## src/rtl/core/efr_pkg.sv

```systemverilog
// ----------------------------------------------------------------------------
// efr_pkg: shared types and constants of the escaped frame receiver
// Parser phase codes, result kinds, register indexes and the queue entry.
// ----------------------------------------------------------------------------
package efr_pkg;

  // Configuration register indexes
  localparam logic [1:0] REG_OPEN_FLAG   = 2'd0;
  localparam logic [1:0] REG_CLOSE_FLAG  = 2'd1;
  localparam logic [1:0] REG_ESCAPE_BYTE = 2'd2;

  // Configuration reset values
  localparam logic [7:0] OPEN_FLAG_RST   = 8'd126;
  localparam logic [7:0] CLOSE_FLAG_RST  = 8'd127;
  localparam logic [7:0] ESCAPE_BYTE_RST = 8'd125;

  // Result kinds
  localparam logic [1:0] KIND_PAYLOAD  = 2'd0;
  localparam logic [1:0] KIND_GOOD     = 2'd1;
  localparam logic [1:0] KIND_CSUM_ERR = 2'd2;
  localparam logic [1:0] KIND_NO_END   = 2'd3;

  // Parser phase, one-hot
  typedef enum logic [7:0] {
    PH_IDLE    = 8'b0000_0001,
    PH_LEN_HI  = 8'b0000_0010,
    PH_LEN_LO  = 8'b0000_0100,
    PH_TYPE    = 8'b0000_1000,
    PH_SUBTYPE = 8'b0001_0000,
    PH_PAYLOAD = 8'b0010_0000,
    PH_CHECK   = 8'b0100_0000,
    PH_END     = 8'b1000_0000
  } phase_t;

  // One result as it travels from the parser to the output
  typedef struct packed {
    logic [1:0]  kind;
    logic [7:0]  payload_byte;
    logic [7:0]  frame_type;
    logic [7:0]  frame_subtype;
    logic [15:0] frame_length;
  } result_t;

endpackage

```

## src/rtl/core/escaped_frame_receiver.sv

```systemverilog
// ----------------------------------------------------------------------------
// escaped_frame_receiver: escaped-flag frame receiver with XOR checksum
// Parser front end feeding a small result queue that drives the output.
// ----------------------------------------------------------------------------
// Usage:
//   Input channel (in_valid / in_stall / rx_byte) takes one raw serial byte
//   per transaction. Output channel (out_valid / out_stall / kind and frame
//   fields) gives one transaction per payload byte (kind 0) and one final
//   status per frame (good, checksum error, end flag missing).
//   Throughput: one byte per cycle while in_stall is low; the parser step is
//   a single register update per byte. A result enters the queue as its byte
//   is taken and is shown once the results queued before it have left.
//   in_stall rises only when the QUEUE_DEPTH-entry result queue is full, so
//   a stalled receiver backs up into the input after QUEUE_DEPTH results.
//   The cfg_write port writes the open flag, close flag and escape byte
//   (index 0..2); index 3 is ignored. Write only while no frame results are
//   outstanding.
//   Reset (rst, synchronous) empties the queue, returns the parser to idle
//   and loads the flag registers with 126, 127 and 125.
// ----------------------------------------------------------------------------
module escaped_frame_receiver #(
  parameter int QUEUE_DEPTH = 4
) (
  input  logic        clk,
  input  logic        rst,
  input  logic        cfg_write,
  input  logic [1:0]  cfg_index,
  input  logic [7:0]  cfg_data,
  input  logic        in_valid,
  output logic        in_stall,
  input  logic [7:0]  rx_byte,
  output logic        out_valid,
  input  logic        out_stall,
  output logic [1:0]  kind,
  output logic [7:0]  payload_byte,
  output logic [7:0]  frame_type,
  output logic [7:0]  frame_subtype,
  output logic [15:0] frame_length
);

  logic             accept;
  logic             push;
  logic             full;
  efr_pkg::result_t push_data;
  efr_pkg::result_t head;

  // Input transaction taken whenever the queue has room
  assign in_stall = full;
  assign accept   = in_valid && !full;

  efr_front u_front (
    .clk       (clk),
    .rst       (rst),
    .cfg_write (cfg_write),
    .cfg_index (cfg_index),
    .cfg_data  (cfg_data),
    .accept    (accept),
    .rx_byte   (rx_byte),
    .push      (push),
    .push_data (push_data)
  );

  efr_queue #(
    .DEPTH (QUEUE_DEPTH)
  ) u_queue (
    .clk       (clk),
    .rst       (rst),
    .push      (push),
    .push_data (push_data),
    .full      (full),
    .out_valid (out_valid),
    .out_stall (out_stall),
    .head      (head)
  );

  // Output fields from the queue head
  assign kind          = head.kind;
  assign payload_byte  = head.payload_byte;
  assign frame_type    = head.frame_type;
  assign frame_subtype = head.frame_subtype;
  assign frame_length  = head.frame_length;

endmodule

```

## src/rtl/core/efr_front.sv

```systemverilog
// ----------------------------------------------------------------------------
// efr_front: frame parser
// Holds the flag registers, strips escapes, tracks the frame phase and the
// running XOR, and pushes one result per payload byte or frame end.
// ----------------------------------------------------------------------------
module efr_front (
  input  logic              clk,
  input  logic              rst,
  input  logic              cfg_write,
  input  logic [1:0]        cfg_index,
  input  logic [7:0]        cfg_data,
  input  logic              accept,
  input  logic [7:0]        rx_byte,
  output logic              push,
  output efr_pkg::result_t  push_data
);

  efr_pkg::phase_t phase, phase_next;
  logic        esc_pending, esc_pending_next;
  logic [7:0]  running_xor, running_xor_next;
  logic [15:0] hdr_len, hdr_len_next;
  logic [15:0] pay_cnt, pay_cnt_next;
  logic [15:0] pay_cnt_inc;
  logic [7:0]  held_type, held_type_next;
  logic [7:0]  held_subtype, held_subtype_next;
  logic [7:0]  open_flag, close_flag, escape_byte;

  assign pay_cnt_inc = pay_cnt + 16'd1;

  // Flag registers
  always_ff @(posedge clk) begin
    if (rst) begin
      open_flag   <= efr_pkg::OPEN_FLAG_RST;
      close_flag  <= efr_pkg::CLOSE_FLAG_RST;
      escape_byte <= efr_pkg::ESCAPE_BYTE_RST;
    end else if (cfg_write) begin
      if (cfg_index == efr_pkg::REG_OPEN_FLAG)   open_flag   <= cfg_data;
      if (cfg_index == efr_pkg::REG_CLOSE_FLAG)  close_flag  <= cfg_data;
      if (cfg_index == efr_pkg::REG_ESCAPE_BYTE) escape_byte <= cfg_data;
    end
  end

  // Per-byte parse step
  always_comb begin
    phase_next        = phase;
    esc_pending_next  = esc_pending;
    running_xor_next  = running_xor;
    hdr_len_next      = hdr_len;
    pay_cnt_next      = pay_cnt;
    held_type_next    = held_type;
    held_subtype_next = held_subtype;
    push              = 1'b0;
    push_data         = '0;
    if (accept) begin
      if (phase == efr_pkg::PH_IDLE) begin
        // only the start flag opens a frame
        if (rx_byte == open_flag) begin
          phase_next        = efr_pkg::PH_LEN_HI;
          esc_pending_next  = 1'b0;
          running_xor_next  = '0;
          hdr_len_next      = '0;
          pay_cnt_next      = '0;
          held_type_next    = '0;
          held_subtype_next = '0;
        end
      end else if (phase == efr_pkg::PH_END) begin
        // raw end byte; checksum error takes precedence
        push                    = 1'b1;
        push_data.frame_type    = held_type;
        push_data.frame_subtype = held_subtype;
        push_data.frame_length  = hdr_len;
        if (running_xor != 8'd0)        push_data.kind = efr_pkg::KIND_CSUM_ERR;
        else if (rx_byte == close_flag) push_data.kind = efr_pkg::KIND_GOOD;
        else                            push_data.kind = efr_pkg::KIND_NO_END;
        phase_next       = efr_pkg::PH_IDLE;
        esc_pending_next = 1'b0;
      end else if (!esc_pending && rx_byte == escape_byte) begin
        esc_pending_next = 1'b1;
      end else begin
        esc_pending_next = 1'b0;
        running_xor_next = running_xor ^ rx_byte;
        unique case (phase)
          efr_pkg::PH_LEN_HI: begin
            hdr_len_next = {rx_byte, 8'd0};
            phase_next   = efr_pkg::PH_LEN_LO;
          end
          efr_pkg::PH_LEN_LO: begin
            hdr_len_next = {hdr_len[15:8], rx_byte};
            phase_next   = efr_pkg::PH_TYPE;
          end
          efr_pkg::PH_TYPE: begin
            held_type_next = rx_byte;
            phase_next     = efr_pkg::PH_SUBTYPE;
          end
          efr_pkg::PH_SUBTYPE: begin
            held_subtype_next = rx_byte;
            phase_next = (hdr_len == 16'd0) ? efr_pkg::PH_CHECK : efr_pkg::PH_PAYLOAD;
          end
          efr_pkg::PH_PAYLOAD: begin
            pay_cnt_next           = pay_cnt_inc;
            if (pay_cnt_inc >= hdr_len) phase_next = efr_pkg::PH_CHECK;
            push                   = 1'b1;
            push_data.kind         = efr_pkg::KIND_PAYLOAD;
            push_data.payload_byte = rx_byte;
          end
          default: begin
            // checksum byte
            phase_next = efr_pkg::PH_END;
          end
        endcase
      end
    end
  end

  // Parser state
  always_ff @(posedge clk) begin
    if (rst) begin
      phase        <= efr_pkg::PH_IDLE;
      esc_pending  <= 1'b0;
      running_xor  <= '0;
      hdr_len      <= '0;
      pay_cnt      <= '0;
      held_type    <= '0;
      held_subtype <= '0;
    end else begin
      phase        <= phase_next;
      esc_pending  <= esc_pending_next;
      running_xor  <= running_xor_next;
      hdr_len      <= hdr_len_next;
      pay_cnt      <= pay_cnt_next;
      held_type    <= held_type_next;
      held_subtype <= held_subtype_next;
    end
  end

  // Results come only from payload bytes or the end position
  a_push_phase: assert property (@(posedge clk) disable iff (rst)
    push |-> (phase == efr_pkg::PH_PAYLOAD || phase == efr_pkg::PH_END))
    else $error("efr_front: result pushed outside payload or end phase");

  // Escape is never pending while idle
  a_idle_no_esc: assert property (@(posedge clk) disable iff (rst)
    (phase == efr_pkg::PH_IDLE) |-> !esc_pending)
    else $error("efr_front: escape pending while idle");

endmodule

```

## src/rtl/core/efr_queue.sv

```systemverilog
// ----------------------------------------------------------------------------
// efr_queue: result queue and output side
// Small circular queue between the parser and the result channel; the head
// entry drives the output ports directly and holds while stalled.
// ----------------------------------------------------------------------------
module efr_queue #(
  parameter int DEPTH = 4
) (
  input  logic              clk,
  input  logic              rst,
  input  logic              push,
  input  efr_pkg::result_t  push_data,
  output logic              full,
  output logic              out_valid,
  input  logic              out_stall,
  output efr_pkg::result_t  head
);

  localparam int PW = (DEPTH > 1) ? $clog2(DEPTH) : 1;
  localparam int CW = $clog2(DEPTH + 1);
  localparam logic [PW-1:0] LAST = PW'(DEPTH - 1);
  localparam logic [CW-1:0] FULL_CNT = CW'(DEPTH);

  efr_pkg::result_t entries [DEPTH];
  logic [PW-1:0] wr_ptr, rd_ptr;
  logic [CW-1:0] count;
  logic          pop;

  assign full      = (count == FULL_CNT);
  assign out_valid = (count != '0);
  assign pop       = out_valid && !out_stall;
  assign head      = entries[rd_ptr];

  // Entry storage
  always_ff @(posedge clk) begin
    if (push) entries[wr_ptr] <= push_data;
  end

  // Pointers and fill count
  always_ff @(posedge clk) begin
    if (rst) begin
      wr_ptr <= '0;
      rd_ptr <= '0;
      count  <= '0;
    end else begin
      if (push) wr_ptr <= (wr_ptr == LAST) ? '0 : wr_ptr + 1'b1;
      if (pop)  rd_ptr <= (rd_ptr == LAST) ? '0 : rd_ptr + 1'b1;
      if (push && !pop)      count <= count + 1'b1;
      else if (pop && !push) count <= count - 1'b1;
    end
  end

  a_no_overflow: assert property (@(posedge clk) disable iff (rst)
    !(push && full))
    else $error("efr_queue: push into full queue");

  a_count_bound: assert property (@(posedge clk) disable iff (rst)
    count <= FULL_CNT)
    else $error("efr_queue: count beyond depth");

  a_pop_drains: assert property (@(posedge clk) disable iff (rst)
    (pop && !push) |=> (count == $past(count) - 1'b1))
    else $error("efr_queue: transaction taken but count did not drop");

endmodule

```

## config.mk

```make
export PLATFORM = sky130hd
export DESIGN_NAME = escaped_frame_receiver
export DESIGN_NICKNAME = d
export VERILOG_FILES = /design/src/rtl/core/efr_pkg.sv /design/src/rtl/core/escaped_frame_receiver.sv /design/src/rtl/core/efr_front.sv /design/src/rtl/core/efr_queue.sv
export SDC_FILE = /design/constraint.sdc
export NUM_CORES = 1
export LEC_CHECK = 0
export ABC_AREA = 1
export BUFFER_PORTS_ARGS = -buffer_cell sky130_fd_sc_hd__buf_2
export CAP_MARGIN = 25
export CORE_ASPECT_RATIO = 1.4
export CORE_MARGIN = 5
export CORE_UTILIZATION = 55
export CTS_CLUSTER_DIAMETER = 50
export DETAILED_ROUTE_END_ITERATION = 16
export PLACE_DENSITY = 0.73
export SYNTH_ARGS = -nofsm -noshare
export SYNTH_HDL_FRONTEND = slang
export SYNTH_HIERARCHICAL = 1
export SYNTH_SLANG_ARGS = --single-unit
```

## constraint.sdc

```tcl
create_clock -name clk -period 8.27 [get_ports clk]
set_input_delay 1.2405 -clock clk [delete_from_list [all_inputs] [get_ports clk]]
set_output_delay 1.2405 -clock clk [all_outputs]
set_load 0.01 [all_outputs]
```

==> impl_metrics.yaml <==
run_status:
  run_status: "complete, no violations"
floorplanning:
  dieWidth_um: 134
  die_h_um: 184
  dieArea_um2: 24700
  fp.coreArea_um2: 21200
  rows: 63
  boundaryPins: 67
  start_util_pct: 56.0
finish:
  final_core_util_pct: 61.7
  diodes: 0
  mostFrequentLayoutCells: "nor2_1 (214), nand2_1 (183), edfxtp_1 (168)"
  seq_area_um2: 7010
  layout-drive-gt1-share_pct: 11.7
  layout_commonest_cell: "nor2_1"
  fin_nets: 1329
  syn_to_final_growth_pct: 10.2
  multiInputGateArea_um2: 4090
  fillers: 1763
setup_path:
  crit_fanout: 85
  crit_path_frequent_cell: "buf_4"
  r2r-end: "u_front/phase[4]"
  path_class: "reg2out"
  cp_slowest_stage_delay_ns: 0.62
  cp.arrival_ns: 2.75
  worst_path_max_delay_cell: "buf_4"
  r2r-start: "u_front/pay_cnt[0]"
  r2r.worst_path.cells: 15
  r2r_setup_slack_ns: 5.09
  startpoint_type: "flop"
  required_ns: 7.03
  end_kind: "output pin"
  path_cells: "buf_4, inv_2, buf_4, nor2_1, o22ai_1, buf_2"
hold_path:
  whs_endpoint: "u_front/held_subtype[1]"
  hold_class: "reg2reg"
  hp-start: "u_front/held_subtype[1]"
  hold_depth: 2
grt:
  antenna_found_initial: 0
  grt_max_degree: 86
  grt_use_total_pct: 21.2
  grt-ovfl-total: 0
  grt_pass1_vias: 8561
  grt_pass1_wl_mm: 42.4
synthesis:
  synth_edf_count: 168
  yosysSeqAreaShare_pct: 59.0
  synth_area_um2: 11900
  synth_warnings: 6
  yosysUniqueCellTypes: 41
  async_flop_share_pct: 0
  ys_ff_latch: 266
  syn_inst: 1237
  syn_area_per_cell_um2: 9.60
  synthFlopType: "edfxtp_1"
  syn_nets: 1284
clocking:
  post_cts_buffers: 0
  clk_pin_slew_ns: 0.07
  clk_latency_ns: 0.51
  cts_buffers: 25
  holdBufCountCts: 0
  cts.sinks: 266
  cts_resized: 0
  cts_tree: "built"
  h-tree-depth: 1
  clock-root-buffer: "clkbuf_16"
  ctsLongestPathBuffers: 3
sta:
  drv_slew: 0
  setup_violations: 0
  setup_tns_ns: 0
  tightest_slew_ns: 1.04
  final.period_utilization_pct: 48.3
  min_period_ns: 3.99
  grt_setup_unrepaired: "false"
  max_freq_mhz: 251
  slew_headroom_pct: 30.4
  finalHoldViolCount: 0
  finClkSkew_ns: 0.00793
detailed_routing:
  drcViolationCount: 0
  wire_per_inst_um: 16.7
  drt-vias-per-instance: 5.55
  num_vias: 8662
  drt_iter0_markers: 714
  postRouteAntennaNets: 0
  routed_wl_mm: 26.0
  drtPass1Iterations: 5
placed_design:
  io_buffers: 66
  dp_hpwl_mm: 17.1
  gp_congestion: 0.880
power_and_ir_drop:
  p_per_area_nw_per_um2: 297
  p_leak_uw: 0.00483
  ir_worst_vdd_mv: 0.195
job:
  cap_violations: 0
-- registers in the layout (all words and copies together) (netlist names), named ones only --
name,count
u_front/close_flag,8
u_front/esc_pending,1
u_front/escape_byte,8
u_front/hdr_len,16
u_front/held_subtype,8
u_front/held_type,8
u_front/open_flag,8
u_front/pay_cnt,16
u_front/phase,8
u_front/running_xor,8
u_queue/count,3
u_queue/entries,168
u_queue/rd_ptr,2
u_queue/wr_ptr,2
-- per-stage QoR --
step | power [µW] | hold WS [ns] | setup WS [ns] | std cells | instance area (µm²)
2_1_floorplan | 2440 | 0.429 | 4.68 | 1237 | 11900
3_3_place_gp | 2760 | 0.455 | 4.45 | 1515 | 12300
3_5_place_dp | 2780 | 0.453 | 4.39 | 1515 | 12300
4_1_cts | 3920 | 0.464 | 4.24 | 1560 | 13100
5_1_grt | 4120 | 0.477 | 4.06 | 1560 | 13100
6_report | 3890 | 0.462 | 4.28 | 1560 | 13100
-- where the power goes --
group          switching, µW  internal (µW)  total, µW  leakage [µW]
registers               46.8           1480       1530       0.00216
clock network            495            647       1140      0.000399
logic                    857            366       1220       0.00227
total                   1400           2490       3890       0.00483
-- critical path, delay by kind of cell, from the launching register on --
kind | cells | cell delay, ns
DFF | 1 | 0.31
AOI/OAI and AO/OA | 1 | 0.30
and+or+nand+nor | 1 | 0.10
buffers and inverters | 4 | 1.47
-- cells by family after synthesis --
family / synth area share [%]
simple gates: 18.9
compound gates: 10.3
xor+xnor: 2.73
buf+inv: 6.53
fa+ha+maj: 2.59
flops: 59.0
-- synth_stat cells (25+ instances only) --
| library cell | n | area [µm²] |
|---|---|---|
| nor2_1 | 214 | 803 |
| nand2_1 | 183 | 687 |
| edfxtp_1 | 168 | 5040 |
| inv_1 | 102 | 383 |
| dfxtp_1 | 98 | 1960 |
| o21ai_0 | 91 | 455 |
| a21oi_1 | 60 | 300 |
| nand3_1 | 49 | 245 |
| o22ai_1 | 42 | 263 |
| xor2_1 | 26 | 228 |
| nand4_1 | 25 | 156 |
| o21ai_1 | 25 | 125 |
-- worst max-delay path by stage --
stage                            end  slack, ns  cells past startpoint
3_3_place_gp        u_queue/count[2]       4.45                     15
6_report             frame_length[7]       4.28                      6
5_1_grt                frame_type[6]       4.06                      6
3_5_place_dp        u_queue/count[2]       4.39                     15
2_1_floorplan  u_queue/entries[0][0]       4.68                      8
4_1_cts              frame_length[7]       4.24                      6
-- cell type report --
type / instances / share of cell area (%)
Clock buffer: 27 / 5.00
Clock inverter: 18 / 1.35
Inverter: 111 / 3.20
Multi-Input combinational cell: 801 / 31.3
Sequential cell: 266 / 53.5
Tap cell: 260 / 2.49
Timing Repair Buffer: 77 / 3.15
-- layer usage --
layer  share of wire [%]  global-route usage, %  vias up  wire length, µm
met2                  52                   39.7      215            13600
met3                 4.2                   2.27       70             1100
li1                    -                      -     4274                -
met5                   0                      0        -                0
met4                 4.1                   8.64        0             1070
met1                  39                   24.7     4103            10200
(Power assumes the default switching activity.)
